==> src/rtl/core/mit_pkg.sv <==
// ----------------------------------------------------------------------------
// mit_pkg
// Shared sizes, codes, activation tables and helpers for the two-layer
// perceptron with output-layer training.
// ----------------------------------------------------------------------------
package mit_pkg;

    localparam int INPUTS  = 10;
    localparam int HIDDEN  = 20;
    localparam int OUTPUTS = 5;

    localparam int HB_BASE = HIDDEN * INPUTS;
    localparam int OW_BASE = HB_BASE + HIDDEN;
    localparam int OB_BASE = OW_BASE + OUTPUTS * HIDDEN;
    localparam int NW      = OB_BASE + OUTPUTS;
    localparam int RAW     = $clog2(NW);

    localparam int IW   = (INPUTS > 1) ? $clog2(INPUTS) : 1;
    localparam int HW   = (HIDDEN > 1) ? $clog2(HIDDEN) : 1;
    localparam int OXW  = (OUTPUTS > 1) ? $clog2(OUTPUTS) : 1;
    localparam int NMAX = (HIDDEN > OUTPUTS) ? HIDDEN : OUTPUTS;
    localparam int NCW  = (NMAX > 1) ? $clog2(NMAX) : 1;
    localparam int TMAX = (INPUTS > HIDDEN) ? INPUTS : HIDDEN;
    localparam int TCW  = $clog2(TMAX + 2);

    localparam logic [2:0] OP_WEIGHT  = 3'd0;
    localparam logic [2:0] OP_FEATURE = 3'd1;
    localparam logic [2:0] OP_TARGET  = 3'd2;
    localparam logic [2:0] OP_RUN     = 3'd3;
    localparam logic [2:0] OP_TRAIN   = 3'd4;

    localparam logic KIND_SCORE = 1'b0;
    localparam logic KIND_TRAIN = 1'b1;

    localparam logic [15:0]        LR_RESET = 16'd655;
    localparam logic signed [15:0] ONE_Q12  = 16'sd4096;

    typedef struct packed {
        logic        kind;
        logic [4:0]  index;
        logic [12:0] score;
        logic        complete;
        logic        last;
    } res_t;

    localparam logic signed [13:0] SIG_TAB [0:64] = '{
        1, 2, 2, 3, 4, 5, 6, 8, 10, 13, 17, 21, 27, 35, 45, 58,
        74, 94, 120, 153, 194, 246, 311, 391, 488, 606, 747, 912, 1102, 1314, 1546, 1793,
        2048,
        2303, 2550, 2782, 2994, 3184, 3349, 3490, 3608, 3705, 3785, 3850, 3902, 3943, 3976,
        4002, 4022, 4038, 4051, 4061, 4069, 4075, 4079, 4083, 4086, 4088, 4090, 4091, 4092,
        4093, 4094, 4094, 4095
    };

    localparam logic signed [13:0] TANH_TAB [0:64] = '{
        -4096, -4096, -4096, -4096, -4096, -4096, -4096, -4096, -4096, -4096, -4096, -4096,
        -4096, -4095, -4095, -4094, -4093, -4091, -4089, -4084, -4076, -4062, -4041, -4006,
        -3949, -3856, -3707, -3475, -3119, -2602, -1893, -1003,
        0,
        1003, 1893, 2602, 3119, 3475, 3707, 3856, 3949, 4006, 4041, 4062, 4076, 4084, 4089,
        4091, 4093, 4094, 4095, 4095,
        4096, 4096, 4096, 4096, 4096, 4096, 4096, 4096, 4096, 4096, 4096, 4096, 4096
    };

    function automatic logic signed [15:0] sat16(input logic signed [31:0] v);
        logic signed [15:0] r;
        if (v > 32'sd32767) begin
            r = 16'sh7fff;
        end else if (v < -32'sd32768) begin
            r = 16'sh8000;
        end else begin
            r = v[15:0];
        end
        return r;
    endfunction

    // interpolated table read, 64 segments over -8..8
    function automatic logic signed [15:0] act_lookup(input logic use_sig,
                                                      input logic signed [15:0] x);
        logic [15:0]        u;
        logic [5:0]         idx;
        logic [6:0]         idx1;
        logic signed [13:0] t0;
        logic signed [13:0] t1;
        logic signed [14:0] diff;
        logic signed [25:0] prod;
        u    = x ^ 16'h8000;
        idx  = u[15:10];
        idx1 = {1'b0, idx} + 7'd1;
        t0   = use_sig ? SIG_TAB[idx] : TANH_TAB[idx];
        t1   = use_sig ? SIG_TAB[idx1] : TANH_TAB[idx1];
        diff = 15'(t1) - 15'(t0);
        prod = 26'(diff) * 26'($signed({1'b0, u[9:0]}));
        return 16'(t0) + 16'(prod >>> 10);
    endfunction

endpackage

==> src/rtl/core/mit_engine.sv <==
// ----------------------------------------------------------------------------
// mit_engine
// Command sequencer with a shared multiplier: forward pass through the
// weight RAM, activation lookup, delta-rule update of the output layer.
// ----------------------------------------------------------------------------
module mit_engine import mit_pkg::*; (
    input  logic                  clk,
    input  logic                  rst_n,
    input  logic                  in_valid,
    output logic                  in_ready,
    input  logic [2:0]            in_op,
    input  logic [9:0]            in_addr,
    input  logic [4:0]            in_idx,
    input  logic signed [15:0]    in_value,
    input  logic                  lr_we,
    input  logic [15:0]           lr_data,
    output logic                  res_valid,
    input  logic                  res_ready,
    output res_t                  res,
    output logic                  ram_we,
    output logic [RAW-1:0]        ram_waddr,
    output logic signed [15:0]    ram_wdata,
    output logic [RAW-1:0]        ram_raddr,
    input  logic signed [15:0]    ram_rdata
);

    localparam logic [3:0] S_IDLE = 4'd0;
    localparam logic [3:0] S_MAC  = 4'd1;
    localparam logic [3:0] S_ACT  = 4'd2;
    localparam logic [3:0] T_Y    = 4'd3;
    localparam logic [3:0] T_E    = 4'd4;
    localparam logic [3:0] T_D    = 4'd5;
    localparam logic [3:0] T_LR   = 4'd6;
    localparam logic [3:0] T_LD   = 4'd7;
    localparam logic [3:0] W_RD   = 4'd8;
    localparam logic [3:0] W_LO   = 4'd9;
    localparam logic [3:0] W_HI   = 4'd10;
    localparam logic [3:0] W_WR   = 4'd11;
    localparam logic [3:0] B_RD   = 4'd12;
    localparam logic [3:0] B_WR   = 4'd13;
    localparam logic [3:0] S_EMIT = 4'd14;

    logic [3:0]          state_reg, state_next;
    logic                layer_reg;
    logic [NCW-1:0]      n_reg;
    logic [TCW-1:0]      t_reg;
    logic                train_reg;
    logic                ok_reg;
    logic [15:0]         lr_reg;
    logic [INPUTS-1:0]   feat_pres_reg;
    logic [OUTPUTS-1:0]  tgt_pres_reg;
    logic                s1_v_reg, s1_last_reg, s2_v_reg, s2_last_reg;
    logic signed [15:0]  s1_act_reg;
    logic signed [39:0]  acc_reg;
    logic signed [52:0]  prod_reg;
    logic signed [16:0]  e_reg;
    logic signed [26:0]  d_reg;
    logic signed [43:0]  ld_reg;
    logic signed [15:0]  w_reg;
    logic signed [36:0]  lo_reg;

    logic signed [15:0]  feat_mem [0:INPUTS-1];
    logic signed [15:0]  tgt_mem  [0:OUTPUTS-1];
    logic signed [15:0]  hid_mem  [0:HIDDEN-1];
    logic [12:0]         oact_mem [0:OUTPUTS-1];

    logic                accept, fok, tok, issue, n_last, s_last;
    logic [TCW-1:0]      tm1, n_terms;
    logic [HW-1:0]       hid_idx;
    logic signed [15:0]  feat_q, hid_q, act_sel, x_q, x_act;
    logic [12:0]         y_q;
    logic signed [15:0]  tgt_q;
    int                  addr_int;
    logic signed [27:0]  mul_a;
    logic signed [24:0]  mul_b;
    logic signed [39:0]  ph_s;
    logic signed [60:0]  sum_w;
    logic signed [15:0]  w_new, b_new;

    assign in_ready = (state_reg == S_IDLE);
    assign accept   = in_valid && in_ready;
    assign fok      = &feat_pres_reg;
    assign tok      = &tgt_pres_reg;
    assign tm1      = t_reg - 1'b1;
    assign n_terms  = layer_reg ? TCW'(HIDDEN) : TCW'(INPUTS);
    assign issue    = (state_reg == S_MAC) && (t_reg <= n_terms);
    assign hid_idx  = (state_reg == S_MAC) ? tm1[HW-1:0] : t_reg[HW-1:0];
    assign feat_q   = feat_mem[tm1[IW-1:0]];
    assign hid_q    = hid_mem[hid_idx];
    assign y_q      = oact_mem[n_reg[OXW-1:0]];
    assign tgt_q    = tgt_mem[n_reg[OXW-1:0]];
    assign act_sel  = (t_reg == '0) ? ONE_Q12 : (layer_reg ? hid_q : feat_q);
    assign s_last   = (n_reg == NCW'(OUTPUTS - 1));
    assign n_last   = layer_reg ? s_last : (n_reg == NCW'(HIDDEN - 1));
    assign x_q      = sat16(32'(acc_reg >>> 12));
    assign x_act    = act_lookup(layer_reg, x_q);

    always_comb begin
        addr_int = 0;
        case (state_reg)
            S_MAC: begin
                if (t_reg == '0) begin
                    addr_int = layer_reg ? OB_BASE + int'(n_reg) : HB_BASE + int'(n_reg);
                end else if (layer_reg) begin
                    addr_int = OW_BASE + int'(n_reg) * HIDDEN + int'(tm1);
                end else begin
                    addr_int = int'(n_reg) * INPUTS + int'(tm1);
                end
            end
            W_RD, W_LO, W_HI, W_WR: begin
                addr_int = OW_BASE + int'(n_reg) * HIDDEN + int'(t_reg);
            end
            B_RD, B_WR: begin
                addr_int = OB_BASE + int'(n_reg);
            end
            default: begin
                addr_int = 0;
            end
        endcase
    end

    // weight update: ld*h split into a low and a high partial product
    assign ph_s  = prod_reg[39:0];
    assign sum_w = (61'(ph_s) <<< 20) + 61'(lo_reg);
    assign w_new = sat16(32'(w_reg) + 32'($signed(sum_w[60:40])));
    assign b_new = sat16(32'(ram_rdata) + 32'($signed(ld_reg[43:28])));

    assign ram_raddr = RAW'(addr_int);
    assign ram_we    = (accept && in_op == OP_WEIGHT && in_addr < 10'(NW))
                       || state_reg == W_WR || state_reg == B_WR;
    assign ram_waddr = (state_reg == S_IDLE) ? in_addr[RAW-1:0] : RAW'(addr_int);
    assign ram_wdata = (state_reg == S_IDLE) ? in_value :
                       ((state_reg == W_WR) ? w_new : b_new);

    always_comb begin
        mul_a = '0;
        mul_b = '0;
        case (state_reg)
            S_MAC: begin
                mul_a = 28'(ram_rdata);
                mul_b = 25'(s1_act_reg);
            end
            T_Y: begin
                mul_a = 28'($signed({1'b0, y_q}));
                mul_b = 25'sd4096 - 25'($signed({1'b0, y_q}));
            end
            T_E: begin
                mul_a = 28'(e_reg);
                mul_b = $signed(prod_reg[24:0]);
            end
            T_LR: begin
                mul_a = 28'(d_reg);
                mul_b = 25'($signed({1'b0, lr_reg}));
            end
            W_LO: begin
                mul_a = 28'($signed({1'b0, ld_reg[19:0]}));
                mul_b = 25'(hid_q);
            end
            W_HI: begin
                mul_a = 28'($signed(ld_reg[43:20]));
                mul_b = 25'(hid_q);
            end
            default: begin
                mul_a = '0;
                mul_b = '0;
            end
        endcase
    end

    assign res_valid    = (state_reg == S_EMIT);
    assign res.kind     = train_reg ? KIND_TRAIN : KIND_SCORE;
    assign res.index    = train_reg ? 5'd0 : 5'(n_reg);
    assign res.score    = (!train_reg && ok_reg) ? y_q : 13'd0;
    assign res.complete = ok_reg;
    assign res.last     = train_reg || s_last;

    always_comb begin
        state_next = state_reg;
        case (state_reg)
            S_IDLE: begin
                if (accept && in_op == OP_RUN) begin
                    state_next = fok ? S_MAC : S_EMIT;
                end else if (accept && in_op == OP_TRAIN) begin
                    state_next = (fok && tok) ? S_MAC : S_EMIT;
                end
            end
            S_MAC: begin
                if (s2_v_reg && s2_last_reg) begin
                    state_next = S_ACT;
                end
            end
            S_ACT: begin
                if (n_last && layer_reg) begin
                    state_next = train_reg ? T_Y : S_EMIT;
                end else begin
                    state_next = S_MAC;
                end
            end
            T_Y:  state_next = T_E;
            T_E:  state_next = T_D;
            T_D:  state_next = T_LR;
            T_LR: state_next = T_LD;
            T_LD: state_next = W_RD;
            W_RD: state_next = W_LO;
            W_LO: state_next = W_HI;
            W_HI: state_next = W_WR;
            W_WR: state_next = (t_reg == TCW'(HIDDEN - 1)) ? B_RD : W_RD;
            B_RD: state_next = B_WR;
            B_WR: state_next = s_last ? S_EMIT : T_Y;
            S_EMIT: begin
                if (res_ready && res.last) begin
                    state_next = S_IDLE;
                end
            end
            default: state_next = S_IDLE;
        endcase
    end

    always_ff @(posedge clk) begin
        if (!rst_n) begin
            state_reg     <= S_IDLE;
            lr_reg        <= LR_RESET;
            feat_pres_reg <= '0;
            tgt_pres_reg  <= '0;
            s1_v_reg      <= 1'b0;
            s2_v_reg      <= 1'b0;
            layer_reg     <= 1'b0;
            n_reg         <= '0;
            t_reg         <= '0;
            train_reg     <= 1'b0;
            ok_reg        <= 1'b0;
        end else begin
            state_reg <= state_next;
            s1_v_reg  <= issue;
            s2_v_reg  <= s1_v_reg;
            if (lr_we) begin
                lr_reg <= lr_data;
            end
            if (accept && in_op == OP_FEATURE && in_idx < 5'(INPUTS)) begin
                feat_pres_reg[in_idx[IW-1:0]] <= 1'b1;
            end
            if (accept && in_op == OP_TARGET && in_idx < 5'(OUTPUTS)) begin
                tgt_pres_reg[in_idx[OXW-1:0]] <= 1'b1;
            end
            case (state_reg)
                S_IDLE: begin
                    layer_reg <= 1'b0;
                    n_reg     <= '0;
                    t_reg     <= '0;
                    if (accept && in_op == OP_RUN) begin
                        train_reg <= 1'b0;
                        ok_reg    <= fok;
                    end else if (accept && in_op == OP_TRAIN) begin
                        train_reg <= 1'b1;
                        ok_reg    <= fok && tok;
                    end
                end
                S_MAC: begin
                    if (issue) begin
                        t_reg <= t_reg + 1'b1;
                    end
                end
                S_ACT: begin
                    t_reg <= '0;
                    if (n_last) begin
                        n_reg     <= '0;
                        layer_reg <= 1'b1;
                    end else begin
                        n_reg <= n_reg + 1'b1;
                    end
                end
                T_LD: t_reg <= '0;
                W_WR: t_reg <= t_reg + 1'b1;
                B_WR: begin
                    n_reg <= s_last ? '0 : n_reg + 1'b1;
                end
                S_EMIT: begin
                    if (res_ready) begin
                        n_reg <= n_reg + 1'b1;
                    end
                end
                default: begin
                end
            endcase
        end
    end

    always_ff @(posedge clk) begin
        prod_reg    <= mul_a * mul_b;
        s1_last_reg <= issue && (t_reg == n_terms);
        s1_act_reg  <= act_sel;
        s2_last_reg <= s1_last_reg;
        if (accept && in_op == OP_FEATURE && in_idx < 5'(INPUTS)) begin
            feat_mem[in_idx[IW-1:0]] <= in_value;
        end
        if (accept && in_op == OP_TARGET && in_idx < 5'(OUTPUTS)) begin
            tgt_mem[in_idx[OXW-1:0]] <= in_value;
        end
        if (state_reg != S_MAC) begin
            acc_reg <= '0;
        end else if (s2_v_reg) begin
            acc_reg <= acc_reg + prod_reg[39:0];
        end
        if (state_reg == S_ACT) begin
            if (layer_reg) begin
                oact_mem[n_reg[OXW-1:0]] <= x_act[12:0];
            end else begin
                hid_mem[n_reg[HW-1:0]] <= x_act;
            end
        end
        if (state_reg == T_Y) begin
            e_reg <= 17'(tgt_q) - 17'($signed({1'b0, y_q}));
        end
        if (state_reg == T_D) begin
            d_reg <= prod_reg[38:12];
        end
        if (state_reg == T_LD) begin
            ld_reg <= prod_reg[43:0];
        end
        if (state_reg == W_LO) begin
            w_reg <= ram_rdata;
        end
        if (state_reg == W_HI) begin
            lo_reg <= prod_reg[36:0];
        end
    end

endmodule

==> config.mk <==
export PLATFORM = sky130hd
export DESIGN_NAME = mit_engine
export DESIGN_NICKNAME = d
export VERILOG_FILES = /design/src/rtl/core/mit_pkg.sv /design/src/rtl/core/mit_engine.sv
export SDC_FILE = /design/constraint.sdc
export NUM_CORES = 2
export LEC_CHECK = 0
export ABC_CLOCK_PERIOD_IN_PS = 12900
export BUFFER_PORTS_ARGS = -buffer_cell sky130_fd_sc_hd__buf_2
export CAP_MARGIN = 20
export CORE_UTILIZATION = 59
export CTS_BUF_LIST = sky130_fd_sc_hd__clkbuf_16
export CTS_CLUSTER_SIZE = 14
export DETAILED_ROUTE_END_ITERATION = 10
export PLACE_DENSITY_LB_ADDON = 0.25
export SLEW_MARGIN = 20
export SYNTH_ARGS = -nofsm -noshare
export SYNTH_HDL_FRONTEND = slang
export SYNTH_SLANG_ARGS = --single-unit
==> constraint.sdc <==
create_clock -name clk -period 12.9 [get_ports clk]
set_input_delay 0 -clock clk [delete_from_list [all_inputs] [get_ports clk]]
set_output_delay 0 -clock clk [all_outputs]
set_load 0.01 [all_outputs]
# == Word level (Yosys, flattened, before mapping) ==
# Memory sizes are Yosys's and may differ from the RTL's. A register that Yosys moved wholly into a read port is not among the register bits.
# Index checks and enable logic that the tools add are counted.
# W data, S select, Z words.
# totals
regBits,293
latchBits,0
mem_bits_rw,625
romBits,7168
in_bits,71
output_inout_bits,58
mem_count,8
# op_classes
add_sub_neg,18
multipliers,4
div,0
order_cmp,16
n_eq_ne,29
shift,0
mux,73
bitwise_logic,5
n_reduce_logical,40
# mem_list
memory,words,width,read_ports,rd_ports_with_merged_regs,write_ports,line_no,source
(name not given),128,14,1,0,0,mit_pkg.sv:91,t1 = use_sig ? SIG_TAB[idx1] : TANH_TAB[idx1];
(name not given),128,14,1,0,0,mit_pkg.sv:91,
(name not given),128,14,1,0,0,mit_pkg.sv:90,t0 = use_sig ? SIG_TAB[idx] : TANH_TAB[idx];
(name not given),128,14,1,0,0,mit_pkg.sv:90,
hid_mem,20,16,1,0,1,mit_engine.sv:64,logic signed [15:0] hid_mem [0:HIDDEN-1];
feat_mem,10,16,1,0,1,mit_engine.sv:62,logic signed [15:0] feat_mem [0:INPUTS-1];
+2 memories,-,-,-,-,-,-,
# ops
cell,n
$pmux W28 S6,1
$mux W16,9
$mux W14,10
$pmux W25 S5,1
$add A60 B37 Y61,1
$pmux W4 S15,1
$mul A28 B25 Y44,1
$add A40 B40 Y40,1
$mux W4,9
$mux W9,4
$mux W5,7
$eq A4 B4 Y1 const B,7
$gt A28 B16 Y1 const B,1
$lt A28 B16 Y1 const B,1
$add A9 B5 Y9,3
$pmux W9 S3,1
$mul A15 B11 Y26,1
$add A16 B21 Y22,1
$gt A22 B16 Y1 const B,1
$lt A22 B16 Y1 const B,1
$pmux W5 S4,1
$mux W1,19
$logic_and A1 B1 Y1,18
$add A16 B16 Y17,1
other kinds (63),84

# == Longest topological paths before layout ==
# depth
word_depth,13
ltp_mapped,58
mapped_depth_nobuf,54

# == Worst setup path after synthesis ==
# OpenSTA, ideal clock, no wires.
# synth_timing
path_type,reg2reg
from,register acc_reg[34]
to,"memory hid_mem[0][15], data pin"
setup_ps,320
arrival_ps,12347
t_required_ps,12580
slack_ps,233
stages_incl_launch_ff,56
n_path_buf,4
period_less_slack_ps,12667
path_cell_list,dfxtp_1 nor4_1 a31oi_1 clkbuf_1 nor2_1 nor2_1 ha_1 nand2_1 o21ai_0 o21a_1 clkbuf_1 clkbuf_1 o311ai_0 nand3_1 nand3_1 a21oi_1 ha_1 inv_1 (+20 left out) fa_1 inv_1 ha_1 and3_1 a21oi_1 o21ai_1 nor2_1 xnor2_1 ha_1 and3_1 o311ai_0 and3_1 nor3_1 and4_1 o31a_1 nor2_1 xnor2_1 xnor2_1
# synth_via
elab_chain_len,13
word_cells_on_any_way,25
classes_between,add/sub (3); mul (1); order compare (2); mux (12); bitwise (3); memory (4)
# synth_rtl
item,line_no,source
"start, declared",mit_engine.sv:54,logic signed [39:0] acc_reg;
"start signal, assigned",mit_engine.sv:302,acc_reg <= acc_reg + prod_reg[39:0];
$lt A28 B16 Y1,mit_pkg.sv:69,end else if (v < -32'sd32768) begin
$mux W16,mit_pkg.sv:69,
$mux W16 *,mit_pkg.sv:67,if (v > 32'sd32767) begin
$not A1 Y1 (no line),-,
$add A6 B1 Y7,mit_pkg.sv:89,"idx1 = {1'b0, idx} + 7'd1;"
$not A7 Y8 (implied by the code),mit_pkg.sv:91,
$mem_v2 Z128 W14,-,
$mux W14 (implied by the code) (2 in a row),mit_pkg.sv:91,
$mux W14,mit_pkg.sv:91,
$sub A14 B14 Y15,mit_pkg.sv:92,diff = 15'(t1) - 15'(t0);
$mul A15 B11 Y26,mit_pkg.sv:93,"prod = 26'(diff) * 26'($signed({1'b0, u[9:0]}));"
$add A14 B16 Y16 *,mit_pkg.sv:94,return 16'(t0) + 16'(prod >>> 10);
via x_act[15],mit_engine.sv:70,"logic signed [15:0] feat_q, hid_q, act_sel, x_q, x_act;"
"end, declared",mit_engine.sv:64,
# The timed path passes the listed nets; every way through them passes the cells marked *. The select of a mux whose other input is x is not followed.

# == Worst setup path after layout ==
# layout_timing
from,register state_reg[3]
to,register prod_reg[42]
# layout_via
elab_chain_len,5
word_cells_on_any_way,12
classes_between,mul (1); eq/ne (6); mux (3); reduce/logical (1); memory (1)
# layout_rtl
item,line_no,source
"start, declared",mit_engine.sv:43,"logic [3:0] state_reg, state_next;"
"start signal, assigned",mit_engine.sv:233,state_reg <= state_next;
$eq A4 B1 Y1,"mit_engine.sv:87, mit_engine.sv:138",
$mux W5,mit_engine.sv:87,assign hid_idx = (state_reg == S_MAC) ? tm1[HW-1:0] : t_reg[HW-1:0];
$mem_v2 Z20 W16,-,
$pmux W25 S5,mit_engine.sv:138,case (state_reg)
$mul A28 B25 Y44 *,mit_engine.sv:289,prod_reg <= mul_a * mul_b;
"end signal, assigned",mit_engine.sv:289,
"end, declared",mit_engine.sv:55,logic signed [52:0] prod_reg;
# Mark *: on every way between the ends. The rest lies on a longest branch, timed or not.
# A chain may end at the register's enable or synchronous reset.

==> flow_summary_export.csv <==
group,metric,value,unit
pwr,power.density,157.4,nW/µm²
critical_path,crit_slowest_cell,"nor4b_4",
logic_synthesis,syn_nets,7865,
drt,drc,0,
die,start_util,59.77,%
final_layout,syn_to_final_growth,10.98,%
die,rows,127,
clock_network,cts.sinks,901,
critical_path,critPathKind,"register to register",
critical_path,crit_path_frequent_cell,"fa_1",
hold_path,hold_end,"tgt_mem[3][15]",
pwr,p_leak,33.45,nW
critical_path,crit_buf_inv,8,
drt,drt-vias-per-instance,6.334,
placement,io_buffers,128,
logic_synthesis,muxShareOfSynthArea,6.521,%
clock_network,clk_path_buf_depth,3,
sta,drv_slew,0,
clock_network,clk_latency,0.72,ns
sta,final-setup-viol-count,0,
critical_path,r2r_setup_slack,0.50,ns
final_layout,fillCellCount,9094,
final_layout,final_cell_mix,"inv_1 (901), fa_1 (759), edfxtp_1 (746), nand2_1 (737), nor2_1 (556)",
hold_path,worstHoldStart,"in_op[0]",
final_layout,drive_gt1_share,11.77,%
final_layout,fin_nets,8113,
die,core_area,120600,µm²
drt,vias,54370,
logic_synthesis,synthSimpleGateAreaFrac,11.17,%
logic_synthesis,synth-xor-area-share,2.999,%
grt,grtUsageTotal,38.58,%
drt,ant_nets,0,
critical_path,rr_worst_depth,33,
critical_path,r2r_start,"state_reg[3]",
critical_path,r2r_end,"prod_reg[42]",
grt,grt_pass1_vias,54270,
placement,preCtsSetupSlack,0.06422,ns
drt,drt_wl_total,234400,µm
critical_path,cp.required,13.45,ns
sta,fin_tns_setup,0,ns
placement,dp_hpwl,168000,µm
hold_path,hold_depth,5,
final_layout,utilization,66.33,%
critical_path,slowest_delay,1.00,ns
die,die_w,351.5,µm
die,pin_count,129,
sta,setup_slack,0.5041,ns
critical_path,critPathTopFamily,"adder cells",
logic_synthesis,yosys_warnings,0,
placement,gp_congestion,1.024,
logic_synthesis,synth_top_family_by_area,"adder cells",
sta,period_minus_slack,12.40,ns
pwr,peakVddDrop,0.0001577,V
hold_path,worst_hold_path_type,"input pin to register",
status,outcome,"finished clean",
clock_network,cts_buffers,91,
critical_path,endpoint_kind,"register",
logic_synthesis,netlist-cell-type-count,91,
drt,first_pass_iters,8,
sta,worst_pin_slew,1.190,ns
sta,timing.fmax,0.08067,GHz
die,die-area,123600,µm²
logic_synthesis,synth_compound_area_share,9.656,%
logic_synthesis,syn_avg_cell_area,10.86,µm²
logic_synthesis,syn_inst,6640,
grt,grt-ovfl-total,0,
grt,grt_pass1_wl,348000,µm
logic_synthesis,ys_seq_area_share,35.38,%
drt,drt-initial-drc-count,7210,
grt,antenna_found_initial,15,
final_layout,layout_commonest_cell,"inv_1",
clock_network,cts-root-buf,"clkbuf_16",
logic_synthesis,async_reset_ff_share,0,%
clock_network,htreeDepth,3,
sta,clock_skew,0.06669,ns
drt,routed_wire_length_per_instance,27.31,µm
logic_synthesis,synth-edff-count,746,
flow_run,maxCapViolations,0,
logic_synthesis,mappedNetlistArea,72090,µm²
sta,period_share,96.09,%
logic_synthesis,synth_flop_cell,"edfxtp_1",
critical_path,cp.arrival,12.95,ns
sta,hold_viol,0,
logic_synthesis,synth-seq-cells,901,
logic_synthesis,synthAdderAreaFrac,27.93,%
die,die_h,351.5,µm
clock_network,cts_tree,"done",
clock_network,clk_pin_slew_worst_paths,0.07,ns
final_layout,largest_reg_flops,320,
critical_path,startpoint_type,"register",
critical_path,cp_max_fo,19,
grt,grt_max_degree,64,
sta,relSlewSlack,20.68,%
-- kinds of logic after synthesis --
| family | after synthesis |
|---|---|
| mux | 275 |
| xor+xnor | 242 |
| simple gates | 1821 |
| compound gates | 1043 |
| flops | 901 |
| fa+ha+maj | 1154 |
| buf+inv | 1204 |
-- Yosys cell counts (37+ instances only) --
cell type	number	area (µm²)
a211oi_1	54	405.4
a21o_1	92	690.7
a21oi_1	264	1321
a31oi_1	47	294.0
and2_1	59	369.1
buf_1	37	138.9
clkbuf_1	250	938.4
dfxtp_1	155	3103
edfxtp_1	746	22400
fa_1	759	15190
ha_1	395	4942
inv_1	886	3326
mux2i_1	98	980.9
mux4_2	151	3401
nand2_1	737	2766
nand2b_1	65	406.6
nand3_1	64	320.3
nor2_1	573	2151
nor2b_1	68	425.4
nor3_1	78	390.4
o21a_1	60	450.4
o21ai_0	165	825.8
xnor2_1	167	1463
xor2_1	72	630.6
-- metal layers --
metal	track usage, %	vias to the layer above	share of wire, %
li1	-	23150	-
met1	52.12	27190	37
met2	57.87	3342	44
met3	11.41	681	13
met4	17.13	10	5.1
met5	0.1962	-	0.036
-- cell type report --
cell class	count	area [µm²]	area share [%]
multi-input combinational	4535	42580	53.22
sequential	901	25510	31.89
clock inverter	74	739.5	0.9243
timing repair buffer	470	3510	4.387
tap	1612	2017	2.521
clock buffer	91	2277	2.846
antenna	12	30.03	0.03753
inverter	889	3341	4.176
-- timing repair --
item                                    4_1_cts  5_1_grt
endpoints found under the hold margin       413        0
cloned                                        0        0
pin swaps                                     0        1
endpoints found under the setup margin       20      160
hold buffers                                 94        0
resized for setup                             3       47
setup buffers                                 0        4
-- worst max path at each step --
stage / from / endpoint / slack, ns / cells past startpoint
after global routing: acc_reg[27] / hid_mem[15][15] / -0.06 / 54
after global placement: acc_reg[34] / hid_mem[12][15] / 0.16 / 54
final: state_reg[3] / prod_reg[42] / 0.50 / 33
after detailed placement: acc_reg[28] / hid_mem[2][15] / 0.06 / 51
after floorplan: acc_reg[34] / hid_mem[0][15] / 0.23 / 55
after CTS: acc_reg[37] / hid_mem[15][15] / 0.10 / 54
-- where the power goes --
group / leakage [nW] / internal (W) / switching [W]
Clock: 1.52 / 0.00149 / 0.00123
Combinational: 23.9 / 0.00222 / 0.00418
Sequential: 8.05 / 0.00330 / 0.000186
-- metrics by stage --
| step | total power [W] | instance area [µm²] | hold WS [ns] | cells |
|---|---|---|---|---|
| 2_1_floorplan | 0.007378 | 72090 | 0.09887 | 6640 |
| 3_3_place_gp | 0.009579 | 75760 | 0.2241 | 8306 |
| 3_5_place_dp | 0.009676 | 75760 | 0.2255 | 8306 |
| 4_1_cts | 0.01241 | 79730 | 0.1067 | 8565 |
| 5_1_grt | 0.01310 | 79970 | 0.1618 | 8572 |
| 6_report | 0.01259 | 80000 | 0.1467 | 8584 |
-- worst reg2reg max path, delay by kind of cell, from the launching register on --
family,cells,cell delay [ns]
flops,1,0.54
compound gates,5,2.74
xor+xnor,2,0.38
fa+ha+maj,8,3.98
buf+inv,8,1.41
simple gates,10,3.20
(Power assumes the default switching activity.)
